$ cat src/rtl/core/mig_pkg.sv
// Shared types, constants and fixed-point helpers for the Gauss-Jordan
// matrix inverter. No dependencies.
package mig_pkg;

   localparam int MAX_ORDER = 8;
   localparam int ROW_BITS = 3;
   localparam int COL_BITS = 4;
   localparam int ADDR_BITS = ROW_BITS + COL_BITS;
   localparam int STORE_DEPTH = 1 << ADDR_BITS;
   localparam int DATA_W = 32;
   localparam int CSR_IDX_W = 8;
   localparam int CSR_DATA_W = 16;
   localparam int DIV_STEPS = 48;

   localparam logic [CSR_IDX_W-1:0] CSR_MATRIX_SIZE = 8'd0;
   localparam logic [CSR_IDX_W-1:0] CSR_PIVOT_THRESHOLD = 8'd1;

   localparam logic signed [DATA_W-1:0] Q_ONE = 32'sh0001_0000;
   localparam logic signed [DATA_W-1:0] Q_MAX = 32'sh7fff_ffff;
   localparam logic signed [DATA_W-1:0] Q_MIN = 32'sh8000_0000;

   typedef enum logic [4:0] {
      ST_LOAD,
      ST_IDENT,
      ST_SRCH_START,
      ST_SRCH_BASE,
      ST_SRCH_RD,
      ST_SRCH_CMP,
      ST_SRCH_CHK,
      ST_SWP_RD0,
      ST_SWP_RD1,
      ST_SWP_W0,
      ST_SWP_W1,
      ST_EL_PIV,
      ST_EL_PIVL,
      ST_EL_ROW,
      ST_EL_DIV,
      ST_EL_DWAIT,
      ST_EL_RDP,
      ST_EL_RDR,
      ST_EL_MUL,
      ST_EL_SCL,
      ST_EL_WR,
      ST_FN_PIV,
      ST_FN_PIVL,
      ST_FN_RD,
      ST_FN_DIV,
      ST_FN_DWAIT,
      ST_OUT_RD,
      ST_OUT_LD,
      ST_OUT_WAIT,
      ST_SING
   } state_type;

   typedef struct packed {
      logic                     start;
      logic signed [DATA_W-1:0] num;
      logic signed [DATA_W-1:0] den;
   } div_req_type;

   typedef struct packed {
      logic                     done;
      logic signed [DATA_W-1:0] quo;
   } div_rsp_type;

   function automatic logic [DATA_W:0] mag33(input logic [DATA_W-1:0] v);
      logic [DATA_W:0] e;
      e = {v[DATA_W-1], v};
      return v[DATA_W-1] ? (~e + 33'd1) : e;
   endfunction

   function automatic logic signed [DATA_W-1:0] sat_sub(input logic signed [DATA_W-1:0] a,
                                                        input logic signed [DATA_W-1:0] b);
      logic signed [DATA_W:0] d;
      d = {a[DATA_W-1], a} - {b[DATA_W-1], b};
      if (d[DATA_W] != d[DATA_W-1]) begin
         return d[DATA_W] ? Q_MIN : Q_MAX;
      end
      return d[DATA_W-1:0];
   endfunction

   // Drop 16 fraction bits toward zero, then clamp to 32 bits.
   function automatic logic signed [DATA_W-1:0] scale_prod(input logic signed [63:0] p);
      logic signed [63:0] t;
      t = p[63] ? (p + 64'sd65535) : p;
      t = t >>> 16;
      if ((&t[63:31]) || (~|t[63:31])) begin
         return t[31:0];
      end
      return t[63] ? Q_MIN : Q_MAX;
   endfunction

endpackage

$ cat src/rtl/core/mig_div.sv
// Radix-2 restoring divider for Q16.16 quotients, one bit per cycle.
// Depends on mig_pkg for the request and response structs.
module mig_div (
   input  logic                 clock,
   input  logic                 reset,
   input  mig_pkg::div_req_type req,
   output mig_pkg::div_rsp_type rsp
);

   logic        busy_ff, busy_in;
   logic        done_ff, done_in;
   logic [5:0]  cnt_ff, cnt_in;
   logic        neg_ff, neg_in;
   logic        zero_ff, zero_in;
   logic [47:0] nsh_ff, nsh_in;
   logic [31:0] den_ff, den_in;
   logic [31:0] rem_ff, rem_in;
   logic [47:0] quo_ff, quo_in;
   logic [32:0] rem_t;
   logic [31:0] num_abs;

   always_comb begin
      busy_in = busy_ff;
      done_in = 1'b0;
      cnt_in  = cnt_ff;
      neg_in  = neg_ff;
      zero_in = zero_ff;
      nsh_in  = nsh_ff;
      den_in  = den_ff;
      rem_in  = rem_ff;
      quo_in  = quo_ff;
      num_abs = req.num[31] ? (~req.num + 32'd1) : req.num;
      rem_t   = {rem_ff, nsh_ff[47]};
      if (req.start) begin
         busy_in = 1'b1;
         cnt_in  = '0;
         neg_in  = req.num[31] ^ req.den[31];
         zero_in = (req.den == '0);
         nsh_in  = {num_abs, 16'b0};
         den_in  = req.den[31] ? (~req.den + 32'd1) : req.den;
         rem_in  = '0;
         quo_in  = '0;
      end else if (busy_ff) begin
         nsh_in = {nsh_ff[46:0], 1'b0};
         if (rem_t >= {1'b0, den_ff}) begin
            rem_in = 32'(rem_t - {1'b0, den_ff});
            quo_in = {quo_ff[46:0], 1'b1};
         end else begin
            rem_in = rem_t[31:0];
            quo_in = {quo_ff[46:0], 1'b0};
         end
         cnt_in = cnt_ff + 6'd1;
         if (cnt_ff == 6'(mig_pkg::DIV_STEPS - 1)) begin
            busy_in = 1'b0;
            done_in = 1'b1;
         end
      end
   end

   always_ff @(posedge clock) begin
      if (reset) begin
         busy_ff <= 1'b0;
         done_ff <= 1'b0;
         cnt_ff  <= '0;
      end else begin
         busy_ff <= busy_in;
         done_ff <= done_in;
         cnt_ff  <= cnt_in;
      end
   end

   always_ff @(posedge clock) begin
      neg_ff  <= neg_in;
      zero_ff <= zero_in;
      nsh_ff  <= nsh_in;
      den_ff  <= den_in;
      rem_ff  <= rem_in;
      quo_ff  <= quo_in;
   end

   // Apply sign and clamp to the 32-bit range; a zero divisor gives zero.
   always_comb begin
      rsp.done = done_ff;
      if (zero_ff) begin
         rsp.quo = '0;
      end else if (neg_ff) begin
         rsp.quo = (quo_ff >= 48'h0000_8000_0000) ? mig_pkg::Q_MIN : -$signed(quo_ff[31:0]);
      end else begin
         rsp.quo = (quo_ff > 48'h0000_7fff_ffff) ? mig_pkg::Q_MAX : $signed(quo_ff[31:0]);
      end
   end

endmodule

$ cat config.mk
export PLATFORM = sky130hd
export DESIGN_NAME = mig_div
export DESIGN_NICKNAME = d
export VERILOG_FILES = /design/src/rtl/core/mig_pkg.sv /design/src/rtl/core/mig_div.sv
export SDC_FILE = /design/constraint.sdc
export NUM_CORES = 1
export LEC_CHECK = 0
export ABC_AREA = 1
export CAP_MARGIN = 25
export CORE_AREA = 5 5 182 228
export DETAILED_ROUTE_END_ITERATION = 6
export DIE_AREA = 0 0 187 233
export DONT_BUFFER_PORTS = 1
export PLACE_DENSITY = 0.51
export RECOVER_POWER = 100
export SETUP_SLACK_MARGIN = 0.1
export SLEW_MARGIN = 30
export SYNTH_ARGS = -nofsm -noshare
export SYNTH_HDL_FRONTEND = slang
export SYNTH_SLANG_ARGS = --single-unit
$ cat constraint.sdc
create_clock -name clock -period 2.8 [get_ports clock]
set_input_delay 0 -clock clock [delete_from_list [all_inputs] [get_ports clock]]
set_output_delay 0 -clock clock [all_outputs]
set_load 0.02 [all_outputs]
==> results.md, run 1 <==
* Most frequent cells in the layout: 513 x nand2_1, 261 x inv_1, 143 x nor2_1
* Max Buffers Root-to-Sink at 2
* Post-synth ARST share at 0
* Arrival time at the worst endpoint at 2940 ps
* Synth top area cells: edfxtp_1 18%, nand2_1 17%, dfxtp_1 16%
* Slew of the pin with the lowest slew margin at 1550 ps
* CTS tree: built
* Tot GR Track Use at 0.167
* First-pass GRT wire length at 57.9 mm
* Synthesis Warnings at 0
* HPWL Detailed at 26.8 mm
* Die height at 233 µm
* Clock-pin slew on the worst setup and hold paths at 70 ps
* Post-route ant nets at 0
* Clock sink count at 154
* Worst setup path category: in2reg
* DRT Wirelength at 36.6 mm
* Post-Syn Nets at 1794
* Fin crit share at 0.939
* Peak supply drop at 437 µV
* I/O Pins at 100
* Post-route DRC violation count at 0
* Die Width at 187 µm
* RSZ-0062 raised after global routing: yes
* Synth unique cells at 44
* Setup TNS at 0 ps
* Filler cell count at 4323
* Hold WC Path Type: in2reg
* Fin. Hold Viols at 0
* Rows at 81
* # diodes at 0
* Achievable frequency at 0.380 GHz
* Register area share after synthesis at 0.336
* CTS Buf Count at 17
* Synth-to-layout area growth at 18.6%
* Vias per std cell at 4.86
* Core area at 38900 µm²
* Pwr dens at 432 nW/µm²
* Wire per inst at 16.0 µm
* Skew-Pair Late Insertion Delay at 450 ps
* First-pass detailed-route iteration total at 5
* Cell taking the most area after synthesis: edfxtp_1
* Final Skew at 15.2 ps
* Crit-path max FO at 4
* Htree depth at 4
* Minimum clock period at 2630 ps
* Postcts setup bufs at 0
* CP required at 3110 ps
* Vias at 11100
* Rel. slew slack at -0.0330
* Syn Area/Cell at 6.60 µm²
* Layout cell share with drive strength beyond 1 at 0.0535
* Gp weighted congestion at 0.950
* Largest net degree at the start of global routing at 58
* Initial cell density of the core at 0.287
* Setup crit end kind: flop
* Most common cell after layout, fill and taps aside: nand2_1
* Crit path launch type: input port
* Syn Inst Count at 1690
* Status: finished with violations
* Clock Root Buffer: clkbuf_16
* Synth Flop Type: dfxtp_1
* Max Cap Viol at 1
* EDFF count, synth at 66
* Final setup vio count at 0
* #FFs+latches synth at 154
* DR iter-0 viols at 631
* Final Max Tran Viols at 58
* Layout Nets at 1888
* Hold_ws at 26.5 ps
* Cell Area, Synth at 11200 µm²
* P_leak at 0.00622 µW
* GRT overflow at 0
* Top cell type's share of synthesized area at 0.178
* Port buffer count at 0
* Die area at 43600 µm²
* Vias in the first global route at 11000
* Antenna violations before repair at 4
* Failing checks: max-capacitance violations, max-slew violations
cell usage after synthesis, types with 2 or more instances:
cell / number
a21oi_1: 45
dfxtp_1: 88
nor2_1: 142
or2_2: 3
inv_1: 263
o21ai_0: 57
xor2_1: 36
nand2_2: 8
nand3_1: 132
ha_1: 36
nor4_1: 4
o21bai_1: 3
buf_2: 7
edfxtp_1: 66
nand2_1: 511
clkbuf_1: 36
o21ai_1: 4
or2_0: 3
nor3_1: 33
nor3_2: 3
buf_1: 6
nand3_2: 7
a31oi_1: 19
nand3b_1: 32
o31ai_1: 14
nand4_1: 26
nand2_4: 2
o21a_1: 3
inv_2: 5
and2_1: 3
o22ai_1: 47
buf_6: 2
nor2_2: 9
xnor2_1: 25
per-layer routing:
metal,vias to the layer above,GRT usage,wire length [µm]
li1,5651,-,-
met1,5138,0.186,15000
met2,268,0.305,18500
met3,83,0.0335,1540
met4,4,0.0763,1500
met5,-,0,21
final timing paths:
check	start	end	slack (ps)	cells past startpoint
worst max-delay path	req[3]	den_ff[25]	170	14
worst min-delay path	req[55]	nsh_ff[41]	30	6
worst max register to register	den_ff[28]	rem_ff[29]	320	12
worst min register to register	rem_ff[6]	rem_ff[6]	470	2
cell type report:
cell class	count	area (µm²)	area share
inverter	268	1010	0.0761
timing repair buffer	128	1120	0.0850
sequential	154	3740	0.283
multi-input combinational	1215	6170	0.466
tap	498	623	0.0471
clock buffer	17	425	0.0322
clock inverter	14	138	0.0104
power breakdown:
group	leakage (µW)	internal [µW]	switching (µW)
registers	0.00137	2470	35.9
clock network	0.000271	1240	1080
logic	0.00458	328	559
logic make-up after synthesis:
group | after synthesis | share of synthesized area
and+or+nand+nor | 921 | 0.361
adders and majority gates | 37 | 0.0422
xor gates and xnor gates | 61 | 0.0479
DFF | 154 | 0.336
AOI/OAI and AO/OA | 196 | 0.102
buffers and inverters | 321 | 0.112
critical path, cell delays in order:
cell	delay, ps
dlygate4sd3_1	560
inv_1	90
nand2_1	80
nor2_1	170
nand4_1	120
nor2_1	150
buf_4	170
nand3_2	100
nand3b_1	210
nand2_1	80
nand2_1	50
dlygate4sd3_1	560
nand2_1	60
dlygate4sd3_1	540
metrics by stage:
| stage | area, µm² | power [µW] | utilization | setup slack, ps | instances |
|---|---|---|---|---|---|
| finish | 13200 | 5710 | 0.340 | 171 | 2294 |
| global route | 13200 | 5970 | 0.340 | 35.1 | 2294 |
| CTS | 13300 | 5780 | 0.342 | 121 | 2293 |
| detailed placement | 11900 | 3290 | 0.305 | 323 | 2175 |
| global placement | 11900 | 3280 | 0.305 | 370 | 2175 |
| floorplan | 11200 | 3100 | - | 598 | 1690 |
state kept, by name, indices dropped and copies added, names as in the netlist:
| register | count |
|---|---|
| busy_ff | 1 |
| cnt_ff | 6 |
| den_ff | 32 |
| done_ff | 1 |
| neg_ff | 1 |
| nsh_ff | 32 |
| quo_ff | 48 |
| rem_ff | 32 |
| zero_ff | 1 |
repair_timing:
| item | CTS | global route |
|---|---|---|
| hold buffers | 87 | 1 |
| resized for setup | 4 | 10 |
| setup endpoints to repair | 4 | 11 |
| endpoints found under the hold margin | 108 | 1 |
| pin swaps | 0 | 2 |
(Power assumes the default switching activity.)
==> run 2, diff against run 1 <==
--- a/config.mk
+++ b/config.mk
@@ -11,6 +11,8 @@
 export DETAILED_ROUTE_END_ITERATION = 6
 export DIE_AREA = 0 0 187 233
 export DONT_BUFFER_PORTS = 1
+export GPL_TIMING_DRIVEN = 0
+export HOLD_SLACK_MARGIN = 0.12
 export PLACE_DENSITY = 0.51
 export RECOVER_POWER = 100
 export SETUP_SLACK_MARGIN = 0.1
==> run 2 against run 1 <==
The run still ends with max-capacitance violations, max-slew violations left. Clock skew shrank 2.5 ps. First-iteration DRC count shrank 8.7%. Worst hold slack gained 65 ps. Wire length grew 0.21%. Global-route usage is essentially flat. Die area is the same. Combinational power grew 10%. Flip-flop and latch count is the same. Critical endpoint is now nsh_ff[34].
==> results.md, run 2 (synthesis gave the netlist of run 1 again) <==
* Status: finished with violations
* Failing checks: max-capacitance violations, max-slew violations
* Gp weighted congestion at 0.943 (-0.72%)
* Critical path cell sequence: dlygate4sd3_1 -> inv_2 -> ha_1 -> inv_1 -> nor3_4 -> inv_2 -> nor2_4 -> nand3_2 -> nand2_4 -> buf_4 -> nand3_1 -> dlygate4sd3_1 -> a31oi_1 -> dlygate4sd3_1
* DRT Wirelength at 36.7 mm (+0.21%)
* Vias per std cell at 4.76 (-2.1%)
* Final Max Tran Viols at 35 (-40%)
* Max incr delay on CP at 560 ps (about the same)
* Rel. slew slack at -0.272 (-0.239)
* Hold WC Path Type: in2reg
* Fin crit share at 0.926 (-0.0129)
* Final Skew at 12.6 ps (-2.53 ps)
* Slew of the pin with the lowest slew margin at 1910 ps (+358 ps)
* Most frequent cells in the layout: 510 x nand2_1, 259 x inv_1, 140 x nor2_1
* Worst r2r src: den_ff[14]
* Core area at 38900 µm² (unchanged)
* Top cell by count, worst path: dlygate4sd3_1
* Pwr dens at 435 nW/µm² (+0.81%)
* Worst setup path category: in2reg
* Initial cell density of the core at 0.287 (unchanged)
* Largest net degree at the start of global routing at 35 (-40%)
* Final instance count without filler cells at 2340 (+2.0%)
* Clock-pin slew on the worst setup and hold paths at 70 ps (about the same)
* Synth-to-layout area growth at 23.1%
* Hold endpoint: nsh_ff[36]
* Switch Pwr at 1730 µW (+3.6%)
* R2r endpoint: rem_ff[22]
* Htree depth at 4 (unchanged)
* Slowest CP cell: dlygate4sd3_1
* Crit path launch type: input port
* CTS tree: built
* Worst hold start: req[45]
* Minimum clock period at 2590 ps (-36.3 ps)
* GRT overflow at 0 (unchanged)
* Hold_ws at 91.3 ps (+64.8 ps)
* DR iter-0 viols at 576 (-8.7%)
* CP required at 3130 ps (+20 ps)
* R2R setup slack at 400 ps (+80 ps)
* CTS Buf Count at 17 (unchanged)
* Post-route DRC violation count at 0 (unchanged)
* Crit-path max FO at 4 (unchanged)
* Inst Count DP at 2189 (+0.64%)
* Max Buffers Root-to-Sink at 2 (unchanged)
* I/O Pins at 100 (unchanged)
* Worst hold stages at 4 (-2)
* RSZ-0062 raised after global routing: no
* Most common cell after layout, fill and taps aside: nand2_1
* Register area at 3740 µm² (unchanged)
* Setup crit end kind: flop
* Die Width at 187 µm (unchanged)
* Total power at 5980 µW (+4.7%)
* Layout Nets at 1931 (+2.3%)
* Multi-input logic area at 6310 µm² (+2.3%)
* Switching Fraction at 0.290 (-0.00303)
* Vias in the first global route at 11100 (+0.63%)
* Peak supply drop at 435 µV (-0.53%)
* Antenna violations before repair at 4 (unchanged)
* Clock Root Buffer: clkbuf_16
* Clock Power Share at 0.418 (+0.013)
* Post-route ant nets at 0 (unchanged)
* Rows at 81 (unchanged)
* Die height at 233 µm (unchanged)
* R2R depth at 14 (+2)
* Arrival time at the worst endpoint at 2920 ps (-20 ps)
* Layout cell share with drive strength beyond 1 at 0.0641 (+0.0107)
* Skew-Pair Late Insertion Delay at 450 ps (about the same)
* P_leak at 0.00634 µW (+2.0%)
* Int Pwr at 4250 µW (+5.1%)
* Vias at 11100 (-0.13%)
* Combinational Power Share at 0.163 (+0.008)
* Most flops, register: quo_ff
* Max reg flops at 48 (unchanged)
* Die area at 43600 µm² (unchanged)
* Final setup vio count at 0 (unchanged)
* Achievable frequency at 0.386 GHz (+1.4%)
* First-pass detailed-route iteration total at 5 (unchanged)
* Fin. Hold Viols at 0 (unchanged)
* Max Cap Viol at 1 (unchanged)
* Tot GR Track Use at 0.167 (about the same)
* Sequential share of power at 0.419 (-0.020)
* HPWL Detailed at 28.6 mm (+6.8%)
* Wire per inst at 15.7 µm (-1.8%)
* Clock sink count at 154 (unchanged)
* Filler cell count at 4282 (-0.95%)
* Port buffer count at 0 (unchanged)
* First-pass GRT wire length at 57.9 mm (about the same)
==> run 2: metrics by stage <==
step | setup TNS (ps) | util | worst slack [ps] | cell area (µm²)
global placement | -12390 | 0.303 | -322 | 11800
finish | 0 | 0.353 | 207 | 13700
global route | 0 | 0.353 | 45.9 | 13700
floorplan | 0 | - | 598 | 11200
detailed placement | 0 | 0.303 | 411 | 11800
CTS | -68.1 | 0.350 | -27.8 | 13600
==> run 2: worst max-delay path: cells and delay by family <==
kind            cells  cell delay [ps]
buf+inv             7             2040
simple gates        5              580
compound gates      1              150
fa+ha+maj           1              140
==> run 2: per-layer routing <==
metal / track usage / wire (µm)
met5: 0 / 0
met4: 0.0733 / 1310
met3: 0.0309 / 1640
met2: 0.310 / 18700
met1: 0.186 / 15100
==> run 2: worst max-delay path by stage <==
stage / from / to / slack [ps] / cells after the start
floorplan: busy_ff / nsh_ff[16] / 600 / 4
global placement: req[64] / nsh_ff[20] / -320 / 4
detailed placement: den_ff[14] / rem_ff[22] / 410 / 14
CTS: quo_ff[39] / rsp[0] / -30 / 8
global route: req[34] / nsh_ff[41] / 50 / 14
finish: req[32] / nsh_ff[34] / 210 / 14
==> run 2: final cells by class <==
cell class	instances	share of cell area
multi-input combinational	1215	0.459
buffer	53	0.0176
sequential	154	0.273
timing repair buffer	118	0.0859
inverter	268	0.0733
antenna	2	0.000364
clock inverter	14	0.0127
clock buffer	18	0.0328
tap	498	0.0454
==> run 2: repair_timing <==
action,in CTS,in global routing
hold buffers,114,0
pin swaps,0,6
setup buffers,0,5
hold endpoints to repair,107,0
gates resized for setup,7,31
setup endpoints to repair,12,35
==> run 2: power by group through the flow <==
stage / clock [µW] / sequential [µW] / combinational [µW]
CTS: 2580 / 2500 / 971
detailed placement: 0 / 2550 / 762
finish: 2500 / 2500 / 976
global route: 2650 / 2510 / 1090
global placement: 0 / 2550 / 754
floorplan: 0 / 2540 / 561
==> run 3, diff against run 2 <==
==> constraint.sdc (replaced) <==
create_clock -name clock -period 2.8 [get_ports clock]
set_input_delay 0.42 -clock clock [delete_from_list [all_inputs] [get_ports clock]]
set_output_delay 0.42 -clock clock [all_outputs]
set_load 0.02 [all_outputs]
==> run 3 against run 2 <==
The run still ends with max-capacitance violations, max-slew violations left. Worst hold slack better by 62 ps. Sequential share of layout area is 1.8 points higher. Core utilization down 2.2 points. Clock skew hardly changed. Critical path type is now reg2out. Largest cell class unchanged.
==> results.md, run 3 (synthesis gave the netlist of run 1 again) <==
* Status: finished with violations
* Failing checks: max-capacitance violations, max-slew violations
* Inst Count DP at 2189 (unchanged)
* Port buffer count at 0 (unchanged)
* Filler cell count at 4323 (+0.96%)
* Max reg flops at 48 (unchanged)
* Fin. Hold Viols at 0 (unchanged)
* Slew of the pin with the lowest slew margin at 1860 ps (-49.5 ps)
* Wire per inst at 16.0 µm (+2.0%)
* Arrival time at the worst endpoint at 2220 ps (-700 ps)
* Slowest CP cell: dfxtp_2
* # diodes at 0 (-2)
* Final instance count without filler cells at 2239 (-4.3%)
* Die Width at 187 µm (unchanged)
* HPWL Detailed at 28.6 mm (unchanged)
* Crit-path max FO at 5 (+1)
* Fin crit share at 0.943 (+0.0171)
* P_leak at 0.00600 µW (-5.5%)
* Skew-Pair Late Insertion Delay at 450 ps (about the same)
* Clock Root Buffer: clkbuf_16
* Largest net degree at the start of global routing at 35 (unchanged)
* DRT Wirelength at 35.8 mm (-2.4%)
* First-pass detailed-route iteration total at 5 (unchanged)
* Core area at 38900 µm² (unchanged)
* Final setup vio count at 0 (unchanged)
* Htree depth at 4 (unchanged)
* Max incr delay on CP at 330 ps (-230 ps)
* Layout cell share with drive strength beyond 1 at 0.0896 (+0.0255)
* Vias at 10700 (-3.7%)
* Peak supply drop at 433 µV (-0.34%)
* CTS tree: built
* Post-route ant nets at 0 (unchanged)
* Max Buffers Root-to-Sink at 2 (unchanged)
* Initial cell density of the core at 0.287 (unchanged)
* Clock sink count at 154 (unchanged)
* Pwr dens at 450 nW/µm² (+3.3%)
* GRT overflow at 0 (unchanged)
* Max Cap Viol at 1 (unchanged)
* Achievable frequency at 0.379 GHz (-1.8%)
* Synth-to-layout area growth at 15.4%
* CP required at 2380 ps (-750 ps)
* Vias per std cell at 4.79 (+0.61%)
* Setup TNS at 0 ps (unchanged)
* Tot GR Track Use at 0.163 (-0.00388)
* Most common cell after layout, fill and taps aside: nand2_1
* CTS Buf Count at 17 (unchanged)
* Most flops, register: quo_ff
* Die area at 43600 µm² (unchanged)
* Setup crit end kind: primary output
* I/O Pins at 100 (unchanged)
* Clock-pin slew on the worst setup and hold paths at 70 ps (about the same)
* CP top delay family: simple AND/OR/NAND/NOR gates
* RSZ-0062 raised after global routing: yes
* Post-route DRC violation count at 0 (unchanged)
* Critical path cell sequence: inv_4 -> ha_4 -> nand3_4 -> nor2_4 -> nand2_4 -> nor2_2 -> nand2_2 -> nor2_1 -> o21ai_0 -> a21oi_2
* Die height at 233 µm (unchanged)
* Crit path launch type: flop
* Rel. slew slack at -0.239 (+0.0330)
* Hold_ws at 153 ps (+61.7 ps)
* First-pass GRT wire length at 56.1 mm (-3.1%)
* Gp weighted congestion at 0.943 (unchanged)
* Layout Utilization at 0.331 (-0.0220)
* Final Max Tran Viols at 35 (unchanged)
* Crit path buf inv count at 1 (-6)
* DR iter-0 viols at 612 (+6.3%)
* Hold WC Path Type: in2reg
* Antenna violations before repair at 1 (-3)
* Final Skew at 13.0 ps (+0.326 ps)
* Most frequent cells in the layout: 510 x nand2_1, 253 x inv_1, 137 x nor2_1
* Vias in the first global route at 10500 (-5.0%)
* Minimum clock period at 2640 ps (+48.0 ps)
* Total power at 5790 µW (-3.1%)
* Worst setup path category: reg2out
* Rows at 81 (unchanged)
* Layout Nets at 1832 (-5.1%)
-- run 3: cell count changes in the layout (fill, tap and decap cells not counted), moves of 6 or more --
cell | before | now
dlygate4sd3_1 | 111 | 3
a21oi_1 | 38 | 29
a21oi_2 | 6 | 14
buf_4 | 5 | 13
a31oi_4 | 0 | 7
clkbuf_2 | 2 | 9
inv_1 | 259 | 253
-- run 3: layout make-up --
cell class	instances	area, µm²	share of cell area
Multi-Input combinational cell	1215	6470	0.502
Sequential cell	154	3740	0.291
Inverter	268	1010	0.0784
Tap cell	498	623	0.0484
Clock buffer	18	450	0.0350
Buffer	53	263	0.0204
Clock inverter	14	174	0.0135
Timing Repair Buffer	19	143	0.0111
-- run 3: final timing paths --
kind              startpoint          to  slack [ps]  depth (start not counted)
setup / recovery   quo_ff[1]     rsp[20]         160                         10
hold / removal       req[24]  den_ff[24]         150                          2
setup reg to reg   den_ff[3]  rem_ff[23]         240                         15
hold reg to reg   rem_ff[31]  rem_ff[31]         470                          2
-- run 3: timing repair --
action / in CTS / in global routing
gates resized for setup: 67 / 52
hold endpoints to repair: 37 / 0
pin swaps: 4 / 13
endpoints found under the setup margin: 32 / 32
hold buffers: 4 / 0
buffers inserted: 5 / 9
-- run 3: power by group --
group	total, µW	switching (µW)	internal, µW
Clock	2500	1090	1410
Combinational	792	552	241
Sequential	2500	30.8	2470
Total	5790	1670	4120
-- run 3: stage by stage --
step	area, µm²	setup slack (ps)
after floorplan	11200	426
after global placement	11800	-742
after detailed placement	11800	53.9
after CTS	12800	82.1
after global routing	12900	39.1
final	12900	159
-- run 3: routing by layer --
| metal | GRT usage | up-vias | routed length [µm] |
|---|---|---|---|
| met4 | 0.0742 | 2 | 1310 |
| met3 | 0.0377 | 69 | 1900 |
| met5 | 0 | - | 10 |
| li1 | - | 5541 | - |
| met2 | 0.297 | 230 | 18000 |
| met1 | 0.180 | 4873 | 14600 |
